File: config.mk
export PLATFORM = sky130hd
export DESIGN_NAME = der_signed_key_extension_parser_core
export DESIGN_NICKNAME = d
export VERILOG_FILES = /design/src/hdl/dskp_pkg.sv /design/src/hdl/dskp_front.sv /design/src/hdl/dskp_queue.sv /design/src/hdl/dskp_back.sv /design/src/hdl/der_signed_key_extension_parser_core.sv
export SDC_FILE = /design/constraint.sdc
export NUM_CORES = 1
export LEC_CHECK = 0
export ABC_AREA = 1
export BUFFER_PORTS_ARGS = -buffer_cell sky130_fd_sc_hd__buf_2
export CAP_MARGIN = 20
export CORE_MARGIN = 4
export CORE_UTILIZATION = 50
export DETAILED_ROUTE_END_ITERATION = 8
export PLACE_DENSITY = 0.66
export SLEW_MARGIN = 20
export SYNTH_ARGS = -nofsm -noshare
export SYNTH_HDL_FRONTEND = slang
export SYNTH_SLANG_ARGS = --single-unit
File: constraint.sdc
create_clock -name aclk -period 4.2 [get_ports aclk]
set_input_delay 0.84 -clock aclk [delete_from_list [all_inputs] [get_ports aclk]]
set_output_delay 0.84 -clock aclk [all_outputs]
set_load 0.005 [all_outputs]
File: src/hdl/dskp_pkg.sv
package dskp_pkg;

    localparam int LEN_BYTES_MAX = 8;
    localparam int QUEUE_DEPTH   = 4;
    localparam int QPTR_W        = $clog2(QUEUE_DEPTH);
    localparam int QCNT_W        = $clog2(QUEUE_DEPTH + 1);

    localparam logic [7:0] TAG_SEQUENCE = 8'h30;
    localparam logic [7:0] TAG_OCTET    = 8'h04;
    localparam logic [7:0] LEN_LONG_BIT = 8'h80;
    localparam logic [7:0] LEN_CNT_MASK = 8'h7f;

    typedef enum logic [3:0] {
        PH_SEQ_TAG  = 4'd0,
        PH_SEQ_LEN  = 4'd1,
        PH_SEQ_LENX = 4'd2,
        PH_TAG      = 4'd3,
        PH_LEN      = 4'd4,
        PH_LENX     = 4'd5,
        PH_CONTENT  = 4'd6,
        PH_DONE     = 4'd7,
        PH_SINK     = 4'd8
    } phase_t;

    typedef enum logic [2:0] {
        ST_OK         = 3'd0,
        ST_NO_SEQ     = 3'd1,
        ST_TRUNC      = 3'd2,
        ST_BAD_LEN    = 3'd3,
        ST_MISMATCH   = 3'd4,
        ST_NO_OCTET   = 3'd5,
        ST_OCT_TRUNC  = 3'd6,
        ST_INCOMPLETE = 3'd7
    } status_t;

    typedef struct packed {
        status_t    status;
        logic [7:0] out_byte;
        logic       done_res;
        logic       byte_valid;
        logic       part;
    } res_t;

endpackage

File: src/hdl/dskp_front.sv
module dskp_front (
    input  logic         aclk,
    input  logic         aresetn,
    input  logic         in_accept,
    input  logic [7:0]   in_byte,
    input  logic         last_byte,
    output logic         res_push,
    output dskp_pkg::res_t res_data
);
    import dskp_pkg::*;

    phase_t      phase_reg, phase_next;
    logic [63:0] accum_reg, accum_next;
    logic [3:0]  lbl_reg, lbl_next;
    logic [63:0] seq_len_reg, seq_len_next;
    logic [63:0] remaining_reg, remaining_next;
    logic        over_reg, over_next;
    logic        seq_max_reg, seq_max_next;
    logic [63:0] content_reg, content_next;
    status_t     ferr_reg, ferr_next;
    logic [1:0]  nonempty_reg, nonempty_next;
    logic        oidx_reg, oidx_next;
    logic        hdr_reg, hdr_next;

    logic [63:0] accum_shift;
    logic [63:0] oct_len;
    logic [6:0]  cnt;
    logic        cnt_bad;
    logic [3:0]  lbl_dec;
    logic        valid;
    status_t     fin_status;

    assign accum_shift = {accum_reg[55:0], in_byte};
    assign cnt         = in_byte[6:0] & LEN_CNT_MASK[6:0];
    assign cnt_bad     = (cnt == 7'd0) || ({25'd0, cnt} > 32'(LEN_BYTES_MAX));
    assign lbl_dec     = (lbl_reg != 4'd0) ? lbl_reg - 4'd1 : 4'd0;
    assign oct_len     = (phase_reg == PH_LEN) ? {56'd0, in_byte} : accum_shift;

    always_comb begin
        phase_next     = phase_reg;
        accum_next     = accum_reg;
        lbl_next       = lbl_reg;
        seq_len_next   = seq_len_reg;
        remaining_next = remaining_reg;
        over_next      = over_reg;
        seq_max_next   = seq_max_reg;
        content_next   = content_reg;
        ferr_next      = ferr_reg;
        nonempty_next  = nonempty_reg;
        oidx_next      = oidx_reg;
        hdr_next       = hdr_reg;
        valid          = 1'b0;

        if (hdr_reg) begin
            if (remaining_reg == 64'd0) begin
                over_next = over_reg | ~seq_max_reg;
            end else begin
                remaining_next = remaining_reg - 64'd1;
            end
            if (phase_reg != PH_SINK && remaining_reg == 64'd0) begin
                phase_next = PH_SINK;
            end else if (phase_reg != PH_SINK) begin
                case (phase_reg)
                    PH_TAG: begin
                        if (in_byte != TAG_OCTET) begin
                            ferr_next  = ST_NO_OCTET;
                            phase_next = PH_SINK;
                        end else begin
                            phase_next = PH_LEN;
                        end
                    end
                    PH_LEN, PH_LENX: begin
                        if (phase_reg == PH_LEN && (in_byte & LEN_LONG_BIT) != 8'd0) begin
                            if (cnt_bad || {57'd0, cnt} >= remaining_reg) begin
                                ferr_next  = ST_BAD_LEN;
                                phase_next = PH_SINK;
                            end else begin
                                lbl_next   = cnt[3:0];
                                accum_next = 64'd0;
                                phase_next = PH_LENX;
                            end
                        end else begin
                            if (phase_reg == PH_LENX) begin
                                accum_next = accum_shift;
                                lbl_next   = lbl_dec;
                            end
                            if (phase_reg == PH_LEN || lbl_dec == 4'd0) begin
                                if (oct_len >= remaining_reg) begin
                                    ferr_next  = ST_OCT_TRUNC;
                                    phase_next = PH_SINK;
                                end else if (oct_len == 64'd0) begin
                                    if (oidx_reg == 1'b0) begin
                                        oidx_next  = 1'b1;
                                        phase_next = PH_TAG;
                                    end else begin
                                        phase_next = PH_DONE;
                                    end
                                end else begin
                                    content_next = oct_len;
                                    phase_next   = PH_CONTENT;
                                end
                            end
                        end
                    end
                    PH_CONTENT: begin
                        valid = 1'b1;
                        if (content_reg != 64'd0) begin
                            content_next = content_reg - 64'd1;
                        end
                        if (content_reg <= 64'd1) begin
                            nonempty_next[oidx_reg] = 1'b1;
                            if (oidx_reg == 1'b0) begin
                                oidx_next  = 1'b1;
                                phase_next = PH_TAG;
                            end else begin
                                phase_next = PH_DONE;
                            end
                        end
                    end
                    PH_DONE: begin
                        ferr_next  = ST_INCOMPLETE;
                        phase_next = PH_SINK;
                    end
                    default: begin
                        phase_next = PH_SINK;
                    end
                endcase
            end
        end else begin
            case (phase_reg)
                PH_SEQ_TAG: begin
                    if (in_byte != TAG_SEQUENCE) begin
                        ferr_next  = ST_NO_SEQ;
                        phase_next = PH_SINK;
                    end else begin
                        phase_next = PH_SEQ_LEN;
                    end
                end
                PH_SEQ_LEN: begin
                    if ((in_byte & LEN_LONG_BIT) == 8'd0) begin
                        seq_len_next   = {56'd0, in_byte};
                        remaining_next = {56'd0, in_byte};
                        seq_max_next   = 1'b0;
                        over_next      = 1'b0;
                        hdr_next       = 1'b1;
                        phase_next     = PH_TAG;
                    end else if (cnt_bad) begin
                        ferr_next  = ST_BAD_LEN;
                        phase_next = PH_SINK;
                    end else begin
                        lbl_next   = cnt[3:0];
                        accum_next = 64'd0;
                        phase_next = PH_SEQ_LENX;
                    end
                end
                PH_SEQ_LENX: begin
                    accum_next = accum_shift;
                    lbl_next   = lbl_dec;
                    if (lbl_dec == 4'd0) begin
                        seq_len_next   = accum_shift;
                        remaining_next = accum_shift;
                        seq_max_next   = &accum_shift;
                        over_next      = 1'b0;
                        hdr_next       = 1'b1;
                        phase_next     = PH_TAG;
                    end
                end
                default: begin
                    phase_next = PH_SINK;
                end
            endcase
        end
    end

    always_comb begin
        if (!hdr_next) begin
            if (ferr_next != ST_OK) begin
                fin_status = ferr_next;
            end else if (phase_next == PH_SEQ_LEN) begin
                fin_status = ST_TRUNC;
            end else begin
                fin_status = ST_BAD_LEN;
            end
        end else if (over_next || remaining_next != 64'd0) begin
            fin_status = ST_MISMATCH;
        end else if (ferr_next != ST_OK) begin
            fin_status = ferr_next;
        end else begin
            case (phase_next)
                PH_TAG:     fin_status = ST_NO_OCTET;
                PH_LEN:     fin_status = ST_TRUNC;
                PH_LENX:    fin_status = ST_BAD_LEN;
                PH_CONTENT: fin_status = ST_OCT_TRUNC;
                PH_DONE:    fin_status = (nonempty_next == 2'b11) ? ST_OK : ST_INCOMPLETE;
                default:    fin_status = ST_INCOMPLETE;
            endcase
        end
    end

    assign res_push            = in_accept && (valid || last_byte);
    assign res_data.out_byte   = valid ? in_byte : 8'd0;
    assign res_data.part       = valid ? oidx_reg : 1'b0;
    assign res_data.byte_valid = valid;
    assign res_data.done_res   = last_byte;
    assign res_data.status     = last_byte ? fin_status : ST_OK;

    // the final byte of a message returns everything to the reset state
    always_ff @(posedge aclk) begin
        if (!aresetn || (in_accept && last_byte)) begin
            phase_reg     <= PH_SEQ_TAG;
            accum_reg     <= 64'd0;
            lbl_reg       <= 4'd0;
            seq_len_reg   <= 64'd0;
            remaining_reg <= 64'd0;
            over_reg      <= 1'b0;
            seq_max_reg   <= 1'b0;
            content_reg   <= 64'd0;
            ferr_reg      <= ST_OK;
            nonempty_reg  <= 2'b00;
            oidx_reg      <= 1'b0;
            hdr_reg       <= 1'b0;
        end else if (in_accept) begin
            phase_reg     <= phase_next;
            accum_reg     <= accum_next;
            lbl_reg       <= lbl_next;
            seq_len_reg   <= seq_len_next;
            remaining_reg <= remaining_next;
            over_reg      <= over_next;
            seq_max_reg   <= seq_max_next;
            content_reg   <= content_next;
            ferr_reg      <= ferr_next;
            nonempty_reg  <= nonempty_next;
            oidx_reg      <= oidx_next;
            hdr_reg       <= hdr_next;
        end
    end

endmodule

File: src/hdl/dskp_queue.sv
module dskp_queue (
    input  logic           aclk,
    input  logic           aresetn,
    input  logic           push,
    input  dskp_pkg::res_t push_data,
    input  logic           pop,
    output dskp_pkg::res_t pop_data,
    output logic           not_empty,
    output logic           not_full
);
    import dskp_pkg::*;

    res_t              mem [QUEUE_DEPTH];
    logic [QPTR_W-1:0] wr_ptr_reg, wr_ptr_next;
    logic [QPTR_W-1:0] rd_ptr_reg, rd_ptr_next;
    logic [QCNT_W-1:0] count_reg, count_next;

    assign not_empty = (count_reg != QCNT_W'(0));
    assign not_full  = (count_reg != QCNT_W'(QUEUE_DEPTH));
    assign pop_data  = mem[rd_ptr_reg];

    always_comb begin
        wr_ptr_next = wr_ptr_reg;
        rd_ptr_next = rd_ptr_reg;
        count_next  = count_reg;
        if (push) begin
            wr_ptr_next = wr_ptr_reg + QPTR_W'(1);
        end
        if (pop) begin
            rd_ptr_next = rd_ptr_reg + QPTR_W'(1);
        end
        if (push && !pop) begin
            count_next = count_reg + QCNT_W'(1);
        end else if (pop && !push) begin
            count_next = count_reg - QCNT_W'(1);
        end
    end

    always_ff @(posedge aclk) begin
        if (!aresetn) begin
            wr_ptr_reg <= '0;
            rd_ptr_reg <= '0;
            count_reg  <= '0;
        end else begin
            wr_ptr_reg <= wr_ptr_next;
            rd_ptr_reg <= rd_ptr_next;
            count_reg  <= count_next;
        end
    end

    always_ff @(posedge aclk) begin
        if (push) begin
            mem[wr_ptr_reg] <= push_data;
        end
    end

`ifndef SYNTHESIS
    a_count_bound: assert property (@(posedge aclk) disable iff (!aresetn)
        count_reg <= QCNT_W'(QUEUE_DEPTH))
        else $error("queue count beyond depth");
    a_no_underflow: assert property (@(posedge aclk) disable iff (!aresetn)
        pop |-> not_empty)
        else $error("queue pop while empty");
    a_ptr_gap: assert property (@(posedge aclk) disable iff (!aresetn)
        (count_reg == QCNT_W'(0) || count_reg == QCNT_W'(QUEUE_DEPTH))
        |-> (wr_ptr_reg == rd_ptr_reg))
        else $error("queue pointers disagree with count");
`endif

endmodule

File: src/hdl/dskp_back.sv
module dskp_back (
    input  logic           aclk,
    input  logic           aresetn,
    input  logic           q_not_empty,
    input  dskp_pkg::res_t q_data,
    output logic           q_pop,
    output logic           out_valid,
    input  logic           out_ready,
    output dskp_pkg::res_t out_data
);
    import dskp_pkg::*;

    logic valid_reg, valid_next;
    res_t data_reg;

    assign q_pop     = q_not_empty && (!valid_reg || out_ready);
    assign out_valid = valid_reg;
    assign out_data  = data_reg;

    always_comb begin
        valid_next = valid_reg;
        if (q_pop) begin
            valid_next = 1'b1;
        end else if (out_ready) begin
            valid_next = 1'b0;
        end
    end

    always_ff @(posedge aclk) begin
        if (!aresetn) begin
            valid_reg <= 1'b0;
        end else begin
            valid_reg <= valid_next;
        end
    end

    always_ff @(posedge aclk) begin
        if (q_pop) begin
            data_reg <= q_data;
        end
    end

endmodule

File: src/hdl/der_signed_key_extension_parser_core.sv
// DER signed-key extension parser.
// s_ channel: one message byte per transaction, s_tlast on the final byte.
// m_ channel: one transaction per content byte of either OCTET STRING
// (m_tuser[1] set, m_tuser[0] tells public key or signature), and one for
// the final input byte (m_tlast set, status in m_tdata[10:8]). A content
// byte that is also final yields a single transaction carrying both.
// Content must be dropped by the receiver unless the final status is ok.
// Throughput: one byte per cycle while the queue has room; the parser updates
// its phase and 64-bit counters once for each byte it takes.
// Each result is written into the 4-entry queue at the edge that accepts its
// byte; the output register loads it from the queue once that register is
// empty or its current result is taken by m_tready.
// Reset: aresetn low for one cycle empties the queue and output register
// and returns the parser to the sequence tag; the final byte of a message
// does the same for the parser.
// When m_tready is held low the queue fills and s_tready drops; no
// transaction is lost or repeated.
module der_signed_key_extension_parser_core (
    input  logic        aclk,
    input  logic        aresetn,
    input  logic        s_tvalid,
    output logic        s_tready,
    input  logic [7:0]  s_tdata,   // [7:0] in_byte
    input  logic        s_tlast,
    output logic        m_tvalid,
    input  logic        m_tready,
    output logic [15:0] m_tdata,   // [7:0] out_byte, [10:8] status, rest zero
    output logic [1:0]  m_tuser,   // [0] part, [1] byte_valid
    output logic        m_tlast
);
    import dskp_pkg::*;

    logic s_accept;
    logic push, pop, q_not_empty, q_not_full;
    res_t push_data, q_data, out_data;

    assign s_tready = q_not_full;
    assign s_accept = s_tvalid && q_not_full;

    dskp_front u_front (
        .aclk      (aclk),
        .aresetn   (aresetn),
        .in_accept (s_accept),
        .in_byte   (s_tdata),
        .last_byte (s_tlast),
        .res_push  (push),
        .res_data  (push_data)
    );

    dskp_queue u_queue (
        .aclk      (aclk),
        .aresetn   (aresetn),
        .push      (push),
        .push_data (push_data),
        .pop       (pop),
        .pop_data  (q_data),
        .not_empty (q_not_empty),
        .not_full  (q_not_full)
    );

    dskp_back u_back (
        .aclk        (aclk),
        .aresetn     (aresetn),
        .q_not_empty (q_not_empty),
        .q_data      (q_data),
        .q_pop       (pop),
        .out_valid   (m_tvalid),
        .out_ready   (m_tready),
        .out_data    (out_data)
    );

    assign m_tdata = {5'd0, out_data.status, out_data.out_byte};
    assign m_tuser = {out_data.byte_valid, out_data.part};
    assign m_tlast = out_data.done_res;

endmodule
* Word level (Yosys, flattened, before mapping) *
Memory sizes are Yosys's and may differ from the RTL's. A register that Yosys moved wholly into a read port is not among the register bits.
Cells that the tools add are included.

cells by class
  add/sub/neg operators = 7
  $lt $le $gt $ge = 6
  eq/ne operators = 34
  muxes and demuxes = 108
  bitwise operators = 5
  reductions and logical operators = 42

operator list
  cell                     number
  $mux W64                 10
  $mux W56                 9
  $pmux W64 S2             2
  $logic_not A64 Y1        2
  $reduce_bool A64 Y1      2
  $sub A64 B1 Y64 const B  2
  $pmux W56 S2             1
  $mux W4                  23
  $ge A64 B64 Y1           1
  $ge A7 B64 Y1            1
  $le A64 B1 Y1 const B    1
  $reduce_and A64 Y1       1
  $mux W3                  21
  $eq A4 B3 Y1 const B     8
  $mux W1                  25
  $pmux W4 S3              2
  $reduce_and A10 Y1       2
  $pmux W3 S5              1
  $eq A4 B2 Y1 const B     3
  $ne A2 B1 Y1 const B     6
  $ne A2 B2 Y1 const B     6
  $mux W2                  5
  $logic_and A1 B1 Y1      9
  $ne A3 B3 Y1 const B     3
  33 further kinds         56

storage, ports and cells
  register bits = 209
  memory bits (writable) = 56
  input bits = 13
  output and inout bits = 21
  logic and storage cells = 218
  memories kept = 1

memories
  memory       words  bits a word  read ports  clocked after Yosys merged registers in  wr ports  line              RTL
  u_queue.mem  4      14           1           1                                        1         dskp_queue.sv:13  res_t mem [QUEUE_DEPTH];

* Longest topological paths before layout *
Gate-level depths: netlist of run 1.

  word-level depth = 17
  gate-level depth with buffers = 32
  mapped depth without buffers = 29

* By module *
A second synthesis of run 1 with hierarchy kept.

second synthesis, totals
  cells, all modules = 3024
  area total of the unflattened synthesis = 19847.8 um^2

modules (own cells, without submodules)
  module                                times used  cells an instance  area each (um^2)  seq. area each (um^2)
  dskp_front                            1           2802               16791.1           4023.9
  dskp_queue                            1           193                2536.2            1861.8
  dskp_back                             1           21                 471.7             440.4
  der_signed_key_extension_parser_core  1           8                  48.8              0.0

* Worst setup path before layout of run 1 *
No wires, ideal clock.

  path type = reg-to-reg
  start = reg u_front.phase_reg[2]
  end = mem u_queue.mem[0][13] in the netlist's numbering, data pin
  library setup time = 0.179 ns
  data arrival time = 3.328 ns
  required time = 4.021 ns
  slack = 0.693 ns
  stages on the path, launching flop included = 26
  buffers on the path = 3
  clock period less this slack = 3.507 ns
  cells stage by stage = dfxtp_1 inv_2 nor2_4 nand2_1 buf_2 inv_1 clkbuf_1 buf_1 nor2_1 ha_1 nand2_1 nor4_1 nand2_1 nor3_1 nand2_1 nand2_1 nand2_1 nand3_1 o21ai_0 nand2_1 nand2_1 nand2_1 nand3_1 inv_1 nand2_1 a21boi_1

RTL lines
  item                      line               RTL
  start: declaration        dskp_front.sv:12   phase_t phase_reg, phase_next;
  start signal: assignment  dskp_front.sv:223  phase_reg <= phase_next;
  end: declaration          dskp_queue.sv:13

==> summary.md, run 1 <==
| Metric | Value |
|---|---|
| Outcome | `complete, no violations` |
| Combinational power share | `about two fifths` |
| Critical R2R Capture | `u_queue.mem[1][12]$_DFFE_PP_` |
| Most common cell after layout, fill and taps aside | `nand2_1` |
| Initial Utilization | `about half` |
| Final Core Density | `around 56%` |
| CP max stage delay | `approximately 380 ps` |
| Hold depth | `2` |
| CP Max Fanout | `36` |
| # H-tree levels | `2` |
| Peak VDD IR | `between 0.0002 and 0.0003 V` |
| F_max | `around 260 MHz` |
| Clk sinks | `about 280` |
| Synth top area cells | `dfxtp_1, nand2_1, edfxtp_1, nor2_1, inv_1` |
| Clk_lat worst skew | `570 ps` |
| CTS Root Cell | `clkbuf_16` |
| Full die area | `~42000 sq um` |
| Final hold vios | `0` |
| Area share of the largest cell type after synthesis | `a little over a fifth` |
| Psw | `~4600 uW` |
| GP Congestion | `between 1 and 1.5` |
| Post-synthesis sequential area ratio | `about a third` |
| Grt total ovfl | `0` |
| Core area | `38740 sq um` |
| Slew HR | `roughly two fifths` |
| # port buffers | `28` |
| CTS clk-pin slew, worst paths | `60 ps` |
| Worst Setup End Kind | `flop` |
| Ys flop type | `dfxtp_1` |
| Placed cell areas | `about 20000 sq um` |
| Dominant cell type by area after synthesis | `dfxtp_1` |
| DRT Pass-1 Iters | `6` |
| Wire per inst | `19.83 microns` |
| Final setup viols | `0` |
| Mean Syn Cell Area | `around 6.6 sq um` |
| DP HPWL | `approximately 51000 microns` |
| Worst-Margin Slew | `slightly above 900 ps` |
| First-pass GRT wire length | `~110000 microns` |
| Fin. max-slew vios | `0` |
| Part of the power in registers | `roughly 31%` |
| Buffers plus inverters on the worst setup path | `5` |
| Site Rows | `between 70 and 80` |
| Vias in the first global route | `between 15000 and 20000` |
| Final nets | `3069` |
| # DRC | `0` |
| DR iter-0 viols | `2073` |
| Total GRT Usage | `~32%` |
| DR vias/cell | `approximately 5.9` |
| Yosys cell types | `between 50 and 60` |
| Pre-CTS setup slack | `174.5 ps` |
| Post-route setup slack | `between 200 and 300 ps` |
| Flop2flop setup slack | `around 300 ps` |
| Syn. warnings | `0` |
| Share of layout cells above drive strength 1 | `around 7.6%` |
| Hold EP | `u_front.over_reg$_SDFFE_PP0P_` |
| Antenna cell count | `0` |
| Via count | `~21000` |
| HP Class | `flop to flop` |
| CP Data Required Time | `about 4600 ps` |
| P per Cell Area | `503.2 nW/um^2` |
| Maxcap violations | `0` |
| Worst Skew | `approximately 21 ps` |
| Syn Std Cell Area | `a little under 20000 sq um` |
| Post-route setup TNS | `0 ps` |
| Num CTS Buffers | `36` |
| Power Internal | `roughly 6400 uW` |
| Post-synth EDFFs | `70` |
| Final worst-path cycle share | `~93%` |
| Die Wd | `between 200 and 250 microns` |
| CP arrival | `4280 ps` |
| CTS tree | `built` |
| Final Critical Period | `slightly below 4000 ps` |
| CP dominant cell by count | `nand2_1` |
| Initial antenna violation count | `0` |
| Clock Power Share | `between 20 and 30%` |
| Leading cell types in the layout, fill and taps excluded | `nand2_1, nor2_1, inv_1` |
| Fin area | `around 22000 sq um` |
| Syn Inst Count | `2989` |
| CP startpoint kind | `flop` |
| Crit path depth | `24` |
| Ys async rst share | `0%` |
| Largest net degree at the start of global routing | `90` |
| Area growth from synthesis to layout | `10.49%` |
| Unrepaired setup endpoints after global routing | `no` |
| Setup CP Type | `flop to flop` |
| Post-Route WL | `~70000 microns` |
| Slowest CP cell | `dfxtp_2` |
| Worst reg2reg path depth | `24` |
| Ports | `34` |
| Clk buf depth | `3` |
| CP delay by family, top | `simple AND/OR/NAND/NOR gates` |
| CP Cell Sequence | `inv_2, nor2_4, nand2_1, clkinv_1, buf_12, buf_6, nor2_1, ha_1, nand2_1, nor4_2, nand2_1, nor3_2, nand2_1, nand4_1, nand2_1, nand2_1, nand2_1, nand2_1, inv_1, nand2_1, nand2_1, nand3_1, nand2_1, a21oi_2` |
| Hold_buf cts | `0` |
| Detail Route Antenna Nets | `0` |
| Die H | `between 200 and 250 microns` |
| Hold Path Origin | `u_front.over_reg$_SDFFE_PP0P_` |
| Critical R2R Launch | `u_front.phase_reg[2]$_SDFFE_PP0P_` |
| Switching power share of the total | `41.75%` |
| #FFs+latches synth | `approximately 280` |
| Leak | `about 0.01 uW` |
## power groups by stage
| stage | clock (uW) | combinational [uW] | sequential, uW |
|---|---|---|---|
| final | 3250 | 4280 | 3380 |
| after global routing | 3410 | 4750 | 3410 |
| after global placement | 0 | 4120 | 3420 |
| after detailed placement | 0 | 4160 | 3420 |
| after CTS | 3300 | 4180 | 3370 |
| after floorplan | 0 | 2880 | 3350 |
## stage by stage
step | hold WS (ps) | total power [uW] | instances
2_1_floorplan | 442.8 | 6232 | 2993
3_3_place_gp | 454.6 | 7544 | 3460
3_5_place_dp | 465.9 | 7579 | 3460
4_1_cts | 474.5 | 10850 | 3524
5_1_grt | 490.6 | 11580 | 3526
6_report | 471.9 | 10900 | 3526
## cells by family (layout without fill, tap and decap cells)
group / count (synthesis) / count (layout) / share of synthesized area (%)
AOI/OAI and AO/OA: 720 / 720 / 20.60
other: 1 / 5 / 0.01912
and+or+nand+nor: 1327 / 1327 / 28.39
DFF: 279 / 279 / 32.05
xor gates and xnor gates: 90 / 90 / 4.019
buffers and inverters: 498 / 513 / 10.16
adders and majority gates: 74 / 74 / 4.759
## cell usage after synthesis (all sizes together), types with 17 or more instances
library cell	instances
ha	73
o22ai	70
edfxtp	70
inv	350
a21oi	253
a211oi	68
nand3	114
o21ai	272
dfxtp	209
nand2	575
buf	66
clkbuf	79
nor3	32
nor2	539
nand4	41
xor2	81
nor4	17
## final cells by class
cell class	count	area [sq um]
fill	3904	17070
multi-input combinational	2216	11400
sequential	279	6289
inverter	353	1325
clock buffer	47	1002
timing repair buffer	96	772.0
tap	518	648.1
clock inverter	17	234.0
## worst max-delay path by stage
stage | startpoint | endpoint
floorplan | u_front.phase_reg[2]$_SDFFE_PP0P_ | u_queue.mem[0][13]$_DFFE_PP_
global route | u_front.phase_reg[2]$_SDFFE_PP0P_ | u_queue.mem[2][13]$_DFFE_PP_
CTS | u_front.phase_reg[2]$_SDFFE_PP0P_ | u_queue.mem[1][12]$_DFFE_PP_
finish | u_front.phase_reg[2]$_SDFFE_PP0P_ | u_queue.mem[1][12]$_DFFE_PP_
global placement | u_front.phase_reg[2]$_SDFFE_PP0P_ | u_queue.mem[2][12]$_DFFE_PP_
detailed placement | u_front.phase_reg[2]$_SDFFE_PP0P_ | u_queue.mem[1][12]$_DFFE_PP_
## worst min-delay path, delay by kind of cell (launching register included)
| family | cells | cell delay, ps |
|---|---|---|
| DFF | 1 | 310 |
| AOI/OAI and AO/OA | 1 | 60 |
| and+or+nand+nor | 1 | 60 |
## repair_timing
item                                    CTS  global route
setup buffers                             0             1
resized for setup                         0             7
endpoints found under the setup margin    0            41
## metal layers
| layer | part of all wire (%) | GRT usage (%) | up-vias |
|---|---|---|---|
| met5 | 0 | 0 | - |
| met4 | 4.1 | 12.31 | 0 |
| met3 | 7.3 | 4.346 | 155 |
| met2 | 45 | 51.20 | 884 |
| met1 | 43 | 44.45 | 9687 |
| li1 | - | - | 9915 |
Power figures use the tool's default switching activity.
==> run 2: changes to the inputs <==
- RECOVER_POWER: unset -> 25
- SKIP_CTS_REPAIR_TIMING: unset -> 1
==> run 2 against run 1 <==
Effect of this change: the flow now finishes with violations (max-capacitance violations, max-slew violations); flip-flop and latch count is the same; utilization shrank 0.12 points; largest cell class unchanged; sequential share of layout area grew 0.064 points; register-to-register slack gained 20 ps; total power shrank 0.41%; setup slack gained 24 ps; critical path type unchanged; maximum frequency grew 0.61%; die area is the same; sequential power is essentially flat.
==> summary.md, run 2 (same netlist as run 1, synthesis figures left out) <==
| Metric | Value |
|---|---|
| Post-Route WL | `between 60000 and 70000 microns` |
| # port buffers | `28` |
| F_max | `between 200 and 300 MHz` |
| Crit path depth | `24` |
| CTS tree | `built` |
| Ports | `34` |
| Setup CP Type | `flop to flop` |
| Largest net degree at the start of global routing | `90` |
| Share of layout cells above drive strength 1 | `about 7.0%` |
| Power Internal | `around 6300 uW` |
| CTS Root Cell | `clkbuf_16` |
| # H-tree levels | `2` |
| Detail Route Antenna Nets | `0` |
| Unrepaired setup endpoints after global routing | `no` |
| Most common cell after layout, fill and taps aside | `nand2_1` |
| Die H | `roughly 200 microns` |
| CP arrival | `~4300 ps` |
| Num CTS Buffers | `36` |
| DR iter-0 viols | `about 2100` |
| Switching power share of the total | `41.75%` |
| Full die area | `42460 sq um` |
| Final worst-path cycle share | `92.38%` |
| Leak | `approximately 0.010 uW` |
| Grt total ovfl | `0` |
| Flop2flop setup slack | `roughly 320 ps` |
| Initial Utilization | `approximately half` |
| CP startpoint kind | `flop` |
| Worst-Margin Slew | `2051 ps` |
| Core area | `38740 sq um` |
| Outcome | `finished, violations left` |
| Final hold vios | `0` |
| Maxcap violations | `1` |
| GP Congestion | `1.020` |
| DR vias/cell | `about 6` |
| DP HPWL | `51360 microns` |
| Buffers plus inverters on the worst setup path | `5` |
| Total GRT Usage | `approximately a third` |
| Failing checks | `max-capacitance violations, max-slew violations` |
| Final setup viols | `0` |
| Via count | `20560` |
| CTS clk-pin slew, worst paths | `about 60 ps` |
| Post-route setup TNS | `0 ps` |
| CP startpoint | `u_front.phase_reg[2]$_SDFFE_PP0P_` |
| CP max stage delay | `roughly 380 ps` |
| Part of the power in registers | `31.1%` |
| Worst setup path end | `u_queue.mem[1][12]$_DFFE_PP_` |
| DRT Pass-1 Iters | `6` |
| Final Critical Period | `around 3900 ps` |
| CP dominant cell by count | `nand2_1` |
| Area growth from synthesis to layout | `10.25%` |
| Leading cell types in the layout, fill and taps excluded | `nand2_1, nor2_1, inv_1` |
| Tot Pwr | `roughly 11000 uW` |
| Worst reg2reg path depth | `24` |
| Worst Setup End Kind | `flop` |
| Slowest CP cell | `dfxtp_2` |
| Clk_lat worst skew | `~570 ps` |
| Site Rows | `between 70 and 80` |
| Peak VDD IR | `around 0.00028 V` |
| P per Cell Area | `roughly 500 nW/um^2` |
| Psw | `4533 uW` |
| Initial antenna violation count | `0` |
| Slew HR | `-36.72%` |
| CP Max Fanout | `36` |
| Vias in the first global route | `roughly 19000` |
| Critical R2R Launch | `u_front.phase_reg[2]$_SDFFE_PP0P_` |
| # DRC | `0` |
| Combinational power share | `39.0%` |
| First-pass GRT wire length | `between 100000 and 150000 microns` |
| Fin. max-slew vios | `29` |
| Antenna cell count | `0` |
| Wire per inst | `around 20 microns` |
| Clock Power Share | `roughly 30%` |
| Clk buf depth | `3` |
| CP delay by family, top | `simple AND/OR/NAND/NOR gates` |
| HP Class | `flop to flop` |
| Critical R2R Capture | `u_queue.mem[1][12]$_DFFE_PP_` |
| CP Data Required Time | `about 4600 ps` |
| Final nets | `3069` |
| CP Cell Sequence | `inv_2, nor2_4, nand2_1, clkinv_1, buf_12, buf_6, nor2_1, ha_1, nand2_1, nor4_2, nand2_1, nor3_2, nand2_1, nand4_1, nand2_1, nand2_1, nand2_1, nand2_1, inv_1, nand2_1, nand2_1, nand3_1, nand2_1, a21oi_2` |
| Die Wd | `approximately 210 microns` |
| Worst Skew | `19.32 ps` |
| Clk sinks | `around 280` |
run 2: changes by cell type in the layout (fill, tap and decap cells not counted), sizes merged:
cell and change:
buf -15, clkbuf +15
run 2: worst min path at each step:
| stage | from | to | slack (ps) | cells after the start |
|---|---|---|---|---|
| 3_3_place_gp | u_front.over_reg$_SDFFE_PP0P_ | u_front.over_reg$_SDFFE_PP0P_ | 450 | 2 |
| 6_report | u_front.over_reg$_SDFFE_PP0P_ | u_front.over_reg$_SDFFE_PP0P_ | 480 | 2 |
| 3_5_place_dp | u_front.over_reg$_SDFFE_PP0P_ | u_front.over_reg$_SDFFE_PP0P_ | 470 | 2 |
| 2_1_floorplan | u_front.nonempty_reg[0]$_SDFFE_PP0P_ | u_front.nonempty_reg[0]$_SDFFE_PP0P_ | 440 | 2 |
| 4_1_cts | u_front.over_reg$_SDFFE_PP0P_ | u_front.over_reg$_SDFFE_PP0P_ | 470 | 2 |
| 5_1_grt | u_front.over_reg$_SDFFE_PP0P_ | u_front.over_reg$_SDFFE_PP0P_ | 490 | 2 |
run 2: stage by stage:
stage,setup WS (ps),cell area [sq um],cells,hold slack (ps),utilization (%)
after detailed placement,174.5,20380,3460,465.9,52.61
after floorplan,693.0,19630,2993,442.8,-
after global placement,309.3,20380,3460,454.6,52.61
final,320.1,21620,3526,476.5,55.82
after global routing,4.083,21620,3526,490.6,55.82
after CTS,154.6,21620,3524,474.5,55.80
run 2: power groups by stage:
stage / combinational [uW] / clock (uW) / sequential, uW
finish: 4240 / 3240 / 3380
global route: 4710 / 3410 / 3410
CTS: 4180 / 3300 / 3370
detailed placement: 4160 / 0 / 3420
global placement: 4120 / 0 / 3420
floorplan: 2880 / 0 / 3350
run 2: worst min-delay path: stages, from the launching register on:
cell and delay (ps):
dfxtp_1 310, nand2_1 60, a21oi_1 60
run 2: final cells by class:
type                            count  area [sq um]
Multi-Input combinational cell   2216         11380
Sequential cell                   279          6289
Clock buffer                       47          1002
Tap cell                          518         648.1
Fill cell                        3920         17110
Clock inverter                     17         234.0
Timing Repair Buffer               96         744.5
Inverter                          353          1325
run 2: per-layer routing:
metal / global-route usage, % / part of all wire [%] / vias to the layer above
met2: 51.20 / 45 / 824
li1: - / - / 9909
met1: 44.45 / 44 / 9670
met3: 4.346 / 7.0 / 154
met5: 0 / 0 / -
met4: 12.31 / 4.1 / 0
